## config.mk

```make
export PLATFORM = sky130hd
export DESIGN_NAME = fade_in_hold_fade_out_envelope
export DESIGN_NICKNAME = d
export VERILOG_FILES = /design/src/rtl/fade_env_pkg.sv /design/src/rtl/fade_in_hold_fade_out_envelope.sv /design/src/rtl/fade_env_div.sv
export SDC_FILE = /design/constraint.sdc
export NUM_CORES = 1
export LEC_CHECK = 0
export ABC_CLOCK_PERIOD_IN_PS = 8000
export BUFFER_PORTS_ARGS = -buffer_cell sky130_fd_sc_hd__buf_2
export CAP_MARGIN = 15
export CORE_ASPECT_RATIO = 0.7
export CORE_MARGIN = 2
export CORE_UTILIZATION = 60
export CTS_BUF_LIST = sky130_fd_sc_hd__clkbuf_4 sky130_fd_sc_hd__clkbuf_8 sky130_fd_sc_hd__clkbuf_16
export DETAILED_ROUTE_END_ITERATION = 12
export PLACE_DENSITY = 0.82
export REMOVE_ABC_BUFFERS = 1
export SLEW_MARGIN = 10
export SYNTH_ARGS = -nofsm -noshare
export SYNTH_HDL_FRONTEND = slang
export SYNTH_SLANG_ARGS = --single-unit
```

## constraint.sdc

```tcl
create_clock -name i_clk -period 8 [get_ports i_clk]
set_input_delay 1.2 -clock i_clk [delete_from_list [all_inputs] [get_ports i_clk]]
set_output_delay 1.2 -clock i_clk [all_outputs]
set_load 0.02 [all_outputs]
```

## src/rtl/fade_env_pkg.sv

```systemverilog
// -----------------------------------------------------------------------------
// fade_env_pkg
// Shared constants for the fade-in / hold / fade-out envelope.
// -----------------------------------------------------------------------------
`timescale 1ns / 1ps
`default_nettype none

package fade_env_pkg;

    // Default parameter values.
    localparam int ALPHA_FRAC_BITS_DEF = 12;
    localparam int TIMER_BITS_DEF      = 18;

    // Fixed field widths.
    localparam int DUR_W     = 16;
    localparam int ELAPSED_W = 12;
    localparam int CFG_IDX_W = 2;

    // Phase codes.
    localparam logic [1:0] PH_HIDDEN   = 2'd0;
    localparam logic [1:0] PH_FADE_IN  = 2'd1;
    localparam logic [1:0] PH_HOLD     = 2'd2;
    localparam logic [1:0] PH_FADE_OUT = 2'd3;

    // Input item kinds.
    localparam logic MODE_TICK     = 1'b0;
    localparam logic MODE_ACTIVATE = 1'b1;

    // Configuration register indexes.
    localparam logic [CFG_IDX_W-1:0] CFG_FADE_IN_TIME  = 2'd0;
    localparam logic [CFG_IDX_W-1:0] CFG_HOLD_TIME     = 2'd1;
    localparam logic [CFG_IDX_W-1:0] CFG_FADE_OUT_TIME = 2'd2;

    // Register reset values.
    localparam logic [DUR_W-1:0] FADE_IN_TIME_RST  = 16'd500;
    localparam logic [DUR_W-1:0] HOLD_TIME_RST     = 16'd2000;
    localparam logic [DUR_W-1:0] FADE_OUT_TIME_RST = 16'd1000;

endpackage

`default_nettype wire

```

## src/rtl/fade_in_hold_fade_out_envelope.sv

```systemverilog
// -----------------------------------------------------------------------------
// fade_in_hold_fade_out_envelope
// Four-phase intensity envelope (hidden, fade-in, hold, fade-out) in unsigned Q1.F.
// -----------------------------------------------------------------------------
// Each request on the slave stream is either a tick (tuser = 0, tdata carries
// the milliseconds since the previous tick) or an activate request (tuser = 1).
// Every request yields exactly one result carrying the alpha level and the
// phase after the step, plus a drawn flag. Activate requests, hidden ticks,
// hold ticks, ticks that change phase and ticks of a zero-length fade finish in
// the cycle they are taken. A tick inside a fade computes the ramp with a shared
// restoring divider that produces one quotient bit per cycle, so its result is
// presented only once the divider is done, and no new request is taken until
// then. The block works on one request at a time: tready drops while the divider
// runs and while a finished result is still waiting on the master side. The timer
// saturates at 2^TIMER_BITS - 1. Configuration writes are always accepted and
// should only be issued while no request is in flight.
// -----------------------------------------------------------------------------
`timescale 1ns / 1ps
`default_nettype none

module fade_in_hold_fade_out_envelope
    import fade_env_pkg::*;
#(
    parameter int ALPHA_FRAC_BITS = ALPHA_FRAC_BITS_DEF,
    parameter int TIMER_BITS      = TIMER_BITS_DEF,
    localparam int OUT_TDATA_W    = ((ALPHA_FRAC_BITS + 3 + 7) / 8) * 8
) (
    input  wire logic                   i_clk,
    input  wire logic                   i_rst_n,
    // Configuration write channel.
    input  wire logic                   i_cfg_valid,
    output logic                        o_cfg_ready,
    input  wire logic [CFG_IDX_W-1:0]   i_cfg_index,
    input  wire logic [DUR_W-1:0]       i_cfg_data,
    // Slave stream.
    input  wire logic                   i_s_tvalid,
    output logic                        o_s_tready,
    input  wire logic [15:0]            i_s_tdata,   // [11:0] elapsed_ms, [15:12] zero
    input  wire logic                   i_s_tuser,   // [0] mode
    // Master stream.
    output logic                        o_m_tvalid,
    input  wire logic                   i_m_tready,
    output logic [OUT_TDATA_W-1:0]      o_m_tdata,   // alpha_out, then phase_out, zero fill
    output logic                        o_m_tuser    // [0] drawn
);

    localparam int AW = ALPHA_FRAC_BITS + 1;
    localparam logic [AW-1:0] ALPHA_ONE = {1'b1, {ALPHA_FRAC_BITS{1'b0}}};
    localparam logic [TIMER_BITS-1:0] TIMER_MAX = '1;

    // Sequencer states.
    localparam logic ST_IDLE = 1'b0;
    localparam logic ST_DIV  = 1'b1;

    // Configuration registers.
    logic [DUR_W-1:0] r_fade_in_time, r_hold_time, r_fade_out_time;

    // Envelope state.
    logic                  r_state, n_state;
    logic [1:0]            r_phase, n_phase;
    logic [TIMER_BITS-1:0] r_timer, n_timer;
    logic [AW-1:0]         r_alpha, n_alpha;
    logic [ELAPSED_W-1:0]  r_dt, n_dt;

    // Result register.
    logic          r_out_valid, n_out_valid;
    logic          r_out_drawn, n_out_drawn;
    logic [AW-1:0] r_out_alpha, n_out_alpha;
    logic [1:0]    r_out_phase, n_out_phase;

    // Divider interface.
    logic             div_start;
    logic [DUR_W-1:0] div_den;
    logic             div_done;
    logic [AW-1:0]    div_quo;

    logic                  accept;
    logic                  in_mode;
    logic [ELAPSED_W-1:0]  in_dt;
    logic [ELAPSED_W-1:0]  dt_sel;
    logic [TIMER_BITS:0]   timer_sum;
    logic [TIMER_BITS-1:0] timer_adv;
    logic [TIMER_BITS-1:0] timer_fresh;
    logic [AW+DUR_W-1:0]   resume_prod;
    logic [TIMER_BITS-1:0] resume_timer;

    assign o_cfg_ready = 1'b1;

    always_ff @(posedge i_clk) begin
        if (!i_rst_n) begin
            r_fade_in_time  <= FADE_IN_TIME_RST;
            r_hold_time     <= HOLD_TIME_RST;
            r_fade_out_time <= FADE_OUT_TIME_RST;
        end else if (i_cfg_valid) begin
            unique case (i_cfg_index)
                CFG_FADE_IN_TIME:  r_fade_in_time  <= i_cfg_data;
                CFG_HOLD_TIME:     r_hold_time     <= i_cfg_data;
                CFG_FADE_OUT_TIME: r_fade_out_time <= i_cfg_data;
                default: ;
            endcase
        end
    end

    // A new request is taken only when the sequencer is idle and the result slot is free or draining.
    assign o_s_tready = (r_state == ST_IDLE) && (!r_out_valid || i_m_tready);
    assign accept     = i_s_tvalid && o_s_tready;
    assign in_mode    = i_s_tuser;
    assign in_dt      = i_s_tdata[ELAPSED_W-1:0];

    // Saturating timer advance, shared by the accept cycle and the divider finish.
    assign dt_sel      = (r_state == ST_DIV) ? r_dt : in_dt;
    assign timer_sum   = {1'b0, r_timer} + (TIMER_BITS+1)'(dt_sel);
    assign timer_adv   = timer_sum[TIMER_BITS] ? TIMER_MAX : timer_sum[TIMER_BITS-1:0];
    assign timer_fresh = TIMER_BITS'(in_dt);

    // Re-entry point of a fade-in that interrupts a fade-out.
    assign resume_prod  = r_alpha * r_fade_in_time;
    assign resume_timer = TIMER_BITS'(resume_prod[AW+DUR_W-1:ALPHA_FRAC_BITS]);

    assign div_den = (r_phase == PH_FADE_OUT) ? r_fade_out_time : r_fade_in_time;

    always_comb begin
        n_state     = r_state;
        n_phase     = r_phase;
        n_timer     = r_timer;
        n_alpha     = r_alpha;
        n_dt        = r_dt;
        n_out_valid = r_out_valid && !i_m_tready;
        n_out_drawn = r_out_drawn;
        n_out_alpha = r_out_alpha;
        n_out_phase = r_out_phase;
        div_start   = 1'b0;

        unique case (r_state)
            ST_IDLE: begin
                if (accept) begin
                    n_out_drawn = 1'b0;
                    if (in_mode == MODE_ACTIVATE) begin
                        unique case (r_phase)
                            PH_HIDDEN:   n_phase = PH_FADE_IN;
                            PH_HOLD:     n_timer = '0;
                            PH_FADE_OUT: begin
                                n_phase = PH_FADE_IN;
                                n_timer = resume_timer;
                            end
                            default: ;
                        endcase
                    end else begin
                        unique case (r_phase)
                            PH_FADE_IN: begin
                                n_out_drawn = 1'b1;
                                if (r_timer > TIMER_BITS'(r_fade_in_time)) begin
                                    n_phase = PH_HOLD;
                                    n_alpha = ALPHA_ONE;
                                    n_timer = timer_fresh;
                                end else if (r_fade_in_time == '0) begin
                                    // Zero-length fade with a zero timer is full at once.
                                    n_alpha = ALPHA_ONE;
                                    n_timer = timer_adv;
                                end else begin
                                    div_start = 1'b1;
                                end
                            end
                            PH_HOLD: begin
                                n_out_drawn = 1'b1;
                                if (r_timer > TIMER_BITS'(r_hold_time)) begin
                                    n_phase = PH_FADE_OUT;
                                    n_alpha = ALPHA_ONE;
                                    n_timer = timer_fresh;
                                end else begin
                                    n_timer = timer_adv;
                                end
                            end
                            PH_FADE_OUT: begin
                                if (r_timer > TIMER_BITS'(r_fade_out_time)) begin
                                    n_phase = PH_HIDDEN;
                                    n_alpha = '0;
                                    n_timer = timer_fresh;
                                end else if (r_fade_out_time == '0) begin
                                    n_out_drawn = 1'b1;
                                    n_alpha     = '0;
                                    n_timer     = timer_adv;
                                end else begin
                                    n_out_drawn = 1'b1;
                                    div_start   = 1'b1;
                                end
                            end
                            default: ;
                        endcase
                    end
                    if (div_start) begin
                        n_state = ST_DIV;
                        n_dt    = in_dt;
                    end else begin
                        n_out_valid = 1'b1;
                        n_out_alpha = n_alpha;
                        n_out_phase = n_phase;
                    end
                end
            end
            ST_DIV: begin
                if (div_done) begin
                    n_alpha     = (r_phase == PH_FADE_OUT) ? (ALPHA_ONE - div_quo) : div_quo;
                    n_timer     = timer_adv;
                    n_state     = ST_IDLE;
                    n_out_valid = 1'b1;
                    n_out_alpha = n_alpha;
                    n_out_phase = r_phase;
                end
            end
            default: ;
        endcase
    end

    always_ff @(posedge i_clk) begin
        if (!i_rst_n) begin
            r_state     <= ST_IDLE;
            r_phase     <= PH_HIDDEN;
            r_timer     <= '0;
            r_alpha     <= '0;
            r_out_valid <= 1'b0;
        end else begin
            r_state     <= n_state;
            r_phase     <= n_phase;
            r_timer     <= n_timer;
            r_alpha     <= n_alpha;
            r_out_valid <= n_out_valid;
        end
        r_dt        <= n_dt;
        r_out_drawn <= n_out_drawn;
        r_out_alpha <= n_out_alpha;
        r_out_phase <= n_out_phase;
    end

    // The timer never exceeds the fade length while a ramp is computed, so its
    // low bits are the whole numerator.
    fade_env_div #(
        .FRAC_BITS (ALPHA_FRAC_BITS)
    ) u_div (
        .i_clk   (i_clk),
        .i_rst_n (i_rst_n),
        .i_start (div_start),
        .i_num   (r_timer[DUR_W-1:0]),
        .i_den   (div_den),
        .o_done  (div_done),
        .o_quo   (div_quo)
    );

    assign o_m_tvalid = r_out_valid;
    assign o_m_tdata  = OUT_TDATA_W'({r_out_phase, r_out_alpha});
    assign o_m_tuser  = r_out_drawn;

endmodule

`default_nettype wire

```

## src/rtl/fade_env_div.sv

```systemverilog
// -----------------------------------------------------------------------------
// fade_env_div
// Restoring divider that forms floor(num * 2^FRAC_BITS / den) for num <= den.
// -----------------------------------------------------------------------------
`timescale 1ns / 1ps
`default_nettype none

module fade_env_div
    import fade_env_pkg::*;
#(
    parameter int FRAC_BITS = ALPHA_FRAC_BITS_DEF
) (
    input  wire logic                 i_clk,
    input  wire logic                 i_rst_n,
    input  wire logic                 i_start,
    input  wire logic [DUR_W-1:0]     i_num,
    input  wire logic [DUR_W-1:0]     i_den,
    output logic                      o_done,
    output logic [FRAC_BITS:0]        o_quo
);

    localparam int CNT_W = $clog2(FRAC_BITS + 1);

    logic             r_busy, n_busy;
    logic             r_done, n_done;
    logic [CNT_W-1:0] r_cnt, n_cnt;
    logic [DUR_W:0]   r_rem, n_rem;
    logic [DUR_W-1:0] r_den, n_den;
    logic [FRAC_BITS:0] r_quo, n_quo;

    logic           ge;
    logic [DUR_W:0] rem_sel;

    // One quotient bit per cycle; the remainder stays below twice the divisor.
    always_comb begin
        ge      = r_rem >= {1'b0, r_den};
        rem_sel = ge ? (r_rem - {1'b0, r_den}) : r_rem;
        n_busy  = r_busy;
        n_done  = 1'b0;
        n_cnt   = r_cnt;
        n_rem   = r_rem;
        n_den   = r_den;
        n_quo   = r_quo;
        if (i_start) begin
            n_busy = 1'b1;
            n_cnt  = CNT_W'(FRAC_BITS);
            n_rem  = {1'b0, i_num};
            n_den  = i_den;
        end else if (r_busy) begin
            n_rem = {rem_sel[DUR_W-1:0], 1'b0};
            n_quo = {r_quo[FRAC_BITS-1:0], ge};
            n_cnt = r_cnt - CNT_W'(1);
            if (r_cnt == '0) begin
                n_busy = 1'b0;
                n_done = 1'b1;
            end
        end
    end

    always_ff @(posedge i_clk) begin
        if (!i_rst_n) begin
            r_busy <= 1'b0;
            r_done <= 1'b0;
            r_cnt  <= '0;
        end else begin
            r_busy <= n_busy;
            r_done <= n_done;
            r_cnt  <= n_cnt;
        end
        r_rem <= n_rem;
        r_den <= n_den;
        r_quo <= n_quo;
    end

    assign o_done = r_done;
    assign o_quo  = r_quo;

endmodule

`default_nettype wire

```

Word level (Yosys, flattened, before mapping)
Index checks and enable logic that the tools add are counted.
{ "word_totals": {"output_inout_bits": 20, "elab_cells": 137, "reg_bits": 163, "inputBits": 40} }
{ "classes": {"addsub": 4, "magnitude_cmp": 4, "mux": 67, "n_reduce_logical": 25, "n_bitwise": 4, "n_eq_ne": 12, "n_mul": 1} }
{ "op_table": {"columns": ["op", "count"], "rows": [
  ["$mux W18", 9],
  ["$mux W13", 11],
  ["$pmux W18 S2", 2],
  ["$mux W16", 4],
  ["$gt A18 B16 Y1", 3],
  ["$pmux W18 S3", 1],
  ["$pmux W13 S2", 2],
  ["$pmux W13 S3", 1],
  ["$logic_not A16 Y1", 2],
  ["$mul A13 B16 Y29", 1],
  ["$mux W1", 20],
  ["$add A18 B12 Y19", 1],
  ["$ge A17 B16 Y1", 1],
  ["$mux W2", 8],
  ["$sub A16 B16 Y16", 1],
  ["$sub A13 B13 Y13 const A", 1],
  ["$mux W12", 1],
  ["$reduce_and A2 Y1", 6],
  ["$mux W4", 2],
  ["$pmux W1 S2", 4],
  ["$eq A2 B2 Y1 const B", 3],
  ["$pmux W2 S3", 1],
  ["$reduce_and A3 Y1", 2],
  ["$reduce_and A6 Y1", 1],
  ["other kinds (18)", 29]
]} }

Longest topological paths before layout
{ "depth": {"word_depth": 11, "depth_mapped": 23, "mapped_depth_nobuf": 21} }

By module
A second synthesis with hierarchy kept.
{ "unflattened": {"cells_unflattened": 1861, "area_unflattened_um2": 16398.2} }
{ "modules_own_cells": {"columns": ["module", "seq_area_each_um2", "cells_each", "n_inst", "area_each_um2"], "rows": [
  ["fade_in_hold_fade_out_envelope", 2502.4, 1604, 1, 13515.5],
  ["fade_env_div", 1491.4, 257, 1, 2882.8]
]} }

Worst setup path before layout
Ideal clock, no wire load.
{ "synth_timing": {"path_kind": "register to register", "from": "register r_alpha[6]", "to": "register r_timer[14]", "setup_slack_ns": 2.350, "path_stages_with_launch": 22, "required_time_ns": 7.865, "setup_time_ns": 0.135, "period_less_slack_ns": 5.650, "path_buffers": 2, "arrival_time_ns": 5.515, "path_cell_list": "dfxtp_1 -> clkbuf_1 -> clkbuf_1 -> nand2_1 -> fa_1 -> inv_1 -> fa_1 -> fa_1 -> fa_1 -> inv_1 -> fa_1 -> inv_1 -> ha_1 -> a21o_1 -> o21bai_1 -> a221o_1 -> a221o_1 -> o21ai_1 -> nand2b_1 -> a21oi_1 -> xnor2_1 -> o22ai_1"} }
{ "synth_between": {"elab_chain_cells": 5} }
{ "synth_lines": {"columns": ["item", "line_no", "source"], "rows": [
  ["start: declaration", "fade_in_hold_fade_out_envelope.sv:62", "logic [AW-1:0] r_alpha, n_alpha;"],
  ["start signal: assignment", "fade_in_hold_fade_out_envelope.sv:226", "r_alpha <= n_alpha;"],
  ["$mul A13 B16 Y29", "fade_in_hold_fade_out_envelope.sv:117", "assign resume_prod = r_alpha * r_fade_in_time;"],
  ["$pmux W18 S2", "fade_in_hold_fade_out_envelope.sv:139", "unique case (r_phase)"],
  ["$mux W18", "fade_in_hold_fade_out_envelope.sv:138", "if (in_mode == MODE_ACTIVATE) begin"],
  ["$mux W18", "fade_in_hold_fade_out_envelope.sv:136", "if (accept) begin"],
  ["$pmux W18 S2", "fade_in_hold_fade_out_envelope.sv:134", "unique case (r_state)"],
  ["end signal: assignment", "fade_in_hold_fade_out_envelope.sv:225", "r_timer <= n_timer;"],
  ["end: declaration", "fade_in_hold_fade_out_envelope.sv:61", "logic [TIMER_BITS-1:0] r_timer, n_timer;"]
]} }
No other way between the ends. The select of a mux whose other input is x is not followed.
A chain may end at the register's enable or synchronous reset.

Final worst setup path
{ "layout_timing": {"from": "register r_fade_in_time[1]", "to": "register r_timer[9]"} }
{ "layout_between": {"elab_chain_cells": 6, "word_cells_on_any_way": 11, "cone_classes": "mul (1); order compare (1); eq/ne (1); mux (6); reduce/logical (2)"} }
{ "layout_lines": {"columns": ["item", "line_no", "source"], "rows": [
  ["start: declaration", "fade_in_hold_fade_out_envelope.sv:56", "logic [DUR_W-1:0] r_fade_in_time, r_hold_time, r_fade_out_time;"],
  ["start signal: assignment", "fade_in_hold_fade_out_envelope.sv:96", "CFG_FADE_IN_TIME: r_fade_in_time <= i_cfg_data;"],
  ["parallel branches: the longest is 6 deep, another holds $mul A13 B16 Y29", null, null]
]} }
Parallel ways; which one is timed is not known. The select of a mux whose other input is x is not followed.

==> key figures <==
Status
  • Run status: finished, final reports clean

Floorplanning
  • Die H: 142 um
  • Rows: 50
  • Core area: 26700 um^2
  • Die area: 28500 um^2
  • Initial Utilization: 60.9%
  • Die W: 201 um
  • IO Pins: 60

Clocking
  • Root Driver: clkbuf_16
  • CTS Buffer Depth: 2
  • Post-CTS setup buffer count: 0
  • Clock slew at reported path FFs: 0.07 ns
  • Skew-Pair Late Insertion Delay: 0.45 ns
  • CTS tree: done
  • H-tree levels: 4
  • CTS Hold Bufs: 0
  • Clock sinks: 163
  • Num CTS Buffers: 17
  • Resized Gates After CTS: 0

Finish
  • Commonest non-fill, non-tap cell in the layout: inv_1
  • Layout cells sized above 1: 7.32%
  • Final nets: 2195
  • Syn-to-layout area delta: 6.19%
  • Final instance area: 17300 um^2
  • Fillers: 2108
  • Most frequent cells in the layout: inv_1 (293), nand2_1 (279), fa_1 (155)
  • Finished Layout Cells: 2224

Route
  • Post-DR wirelength/cell: 19.0 um
  • Routed Antenna Nets: 0
  • Post-route DRC violation count: 0
  • Vias: 13400
  • DRT iter0 DRCs: 1608
  • Via density: 6.02
  • Routed WL: 42.2 mm
  • Pre-antenna DRT Iters: 6

Power and ir drop
  • Pwr dens: 126 nW/um^2
  • Switching power of the nets: 0.000679 W
  • Lkg Pwr: 8.06 nW
  • Logic pwr share: 18.3%
  • Seq pwr share: 43.7%
  • Sw Ratio: 31.3%
  • Clk pwr share: 38.0%
  • Worst VDD drop: 0.158 mV
  • Internal: 0.00149 W

Timing
  • Final Hold Fails: 0
  • RSZ-0062 raised after global routing: no
  • Slew headroom: 23.5%
  • Final period util: 81.2%
  • Setup violators final: 0
  • Slew @ Worst Pin: 1.15 ns
  • Post-layout min period: 6.50 ns
  • Total negative slack: 0 ns
  • Final Skew: 0.0124 ns
  • Hold slack: 0.455 ns
  • Fmax: 154 MHz
  • Final worst setup slack: 1.50 ns
  • Slew Viols, Final: 0

GRT
  • Grt ovf: 0
  • Gr usage total: 30.9%
  • Initial antenna violation count: 1
  • Global-route wire length before repair: 68.7 mm
  • Largest net degree at the start of global routing: 55
  • Number of global-route vias before repair: 12900

Setup path
  • Worst EP arrival: 6.77 ns
  • CP Max Fanout: 15
  • Crit-path cells: inv_1, nor2_1, fa_1, fa_1, fa_1, fa_1, inv_1, fa_1, inv_1, ha_1, and3_1, and3_1, a21oi_1, nand4_1, a41oi_1, o21bai_1, xor2_1, a221oi_1, a211oi_1
  • Critical path launch point type: flip-flop
  • Crit Path Category: flip-flop to flip-flop
  • Crit path top cell by count: fa_1
  • Critical Path Max Stage Delay: 0.72 ns
  • Max stage delay cell, worst path: dfxtp_1
  • Data required, critical path: 8.27 ns
  • Crit-path leading delay family: adder cells
  • Buf/Inv on CP: 3
  • Crit path capture type: flip-flop

Yosys
  • EDFF count, synth: 73
  • Mean Syn Cell Area: 8.78 um^2
  • Predominant post-synthesis flop cell: dfxtp_1
  • Register bit count reported by yosys: 163
  • Mapped Cells: 1851
  • Seq/Total Area, Yosys: 24.6%
  • Synth Cell Area: 16300 um^2
  • Async S/R FF share, synth: 0%
  • Netlist cell types: 78
  • Syn. warnings: 0

Placed design
  • HPWL after detailed placement: 32.3 mm
  • Placed insts: 2191
  • Buffers on Ports: 53
  • Pre-CTS setup slack: 1.56 ns
  • DP Area: 16700 um^2
  • Gpl congestion: 0.943

Hold path
  • Worst Hold Class: flip-flop to flip-flop

Flow run
  • Max-cap violations: 0
## metal layers
metal	routed length, um	GRT usage (%)	up-vias
met3	5200	7.67	119
met2	17600	44.4	755
met5	0	0	-
li1	-	-	6112
met4	1270	9.90	0
met1	18100	45.6	6399
## cell usage after synthesis, types with 17 or more instances
cell type | instances | area share [%]
edfxtp_1 | 73 | 13
clkbuf_1 | 66 | 1.5
ha_1 | 154 | 12
xnor2_1 | 36 | 1.9
nand2_1 | 279 | 6.4
nand3_1 | 26 | 0.80
a21oi_1 | 111 | 3.4
nor2_1 | 78 | 1.8
inv_1 | 293 | 6.8
o21ai_0 | 57 | 1.8
o211ai_1 | 27 | 1.2
dfxtp_1 | 90 | 11
a21o_1 | 24 | 1.1
fa_1 | 155 | 19
nor3_1 | 17 | 0.52
and2_1 | 93 | 3.6
mux2i_1 | 17 | 1.0
## tightest hold or removal path, cell delays in order (launching register included)
cell and delay (ns):
dfxtp_1 0.31, nand2_1 0.05, a21oi_1 0.05
## cell families after synthesis
| kind of cell | count (synthesis) | share of synthesized area [%] |
|---|---|---|
| adders and majority gates | 309 | 30.9 |
| DFF | 163 | 24.6 |
| AOI/OAI and AO/OA | 331 | 13.3 |
| muxes | 32 | 2.09 |
| and+or+nand+nor | 582 | 17.1 |
| buffers and inverters | 381 | 9.16 |
| xor gates and xnor gates | 51 | 2.75 |
| other | 2 | 0.0462 |
## area by class of cell
type	instances	area (um^2)	share of cell area [%]
Clock buffer	19	458	2.65
Clock inverter	13	135	0.783
Timing Repair Buffer	62	333	1.93
Inverter	295	1110	6.41
Sequential cell	163	3990	23.1
Multi-Input combinational cell	1307	10800	62.4
Antenna cell	1	2.50	0.0145
Tap cell	364	455	2.64
## sequential cells by signal, indices dropped and copies added, names as in the netlist, 12 cells and up
name             cells
r_timer             18
r_out_alpha         13
r_alpha             13
r_fade_out_time     16
r_fade_in_time      16
r_hold_time         16
u_div.r_den         16
r_dt                12
u_div.r_rem         17
u_div.o_quo         13
## worst paths after layout
kind	from	end	slack, ns	cells past startpoint
setup / recovery	r_fade_in_time[1]	r_timer[9]	1.50	19
hold / removal	r_hold_time[11]	r_hold_time[11]	0.46	2
setup reg to reg	r_fade_in_time[1]	r_timer[9]	1.50	19
hold reg to reg	r_hold_time[11]	r_hold_time[11]	0.46	2
## power groups by stage
stage	registers [W]	logic, W	clock network (W)
4_1_cts	0.000943	0.000387	0.000830
3_5_place_dp	0.000962	0.000382	0
5_1_grt	0.000949	0.000431	0.000863
2_1_floorplan	0.000954	0.000261	0
6_report	0.000947	0.000397	0.000824
3_3_place_gp	0.000961	0.000369	0
## stage by stage
stage	power [W]	utilization [%]
after floorplan	0.00121	-
after global placement	0.00133	62.4
after detailed placement	0.00134	62.4
after CTS	0.00216	64.6
after global routing	0.00224	64.6
final	0.00217	64.6
Power figures use the tool's default switching activity.
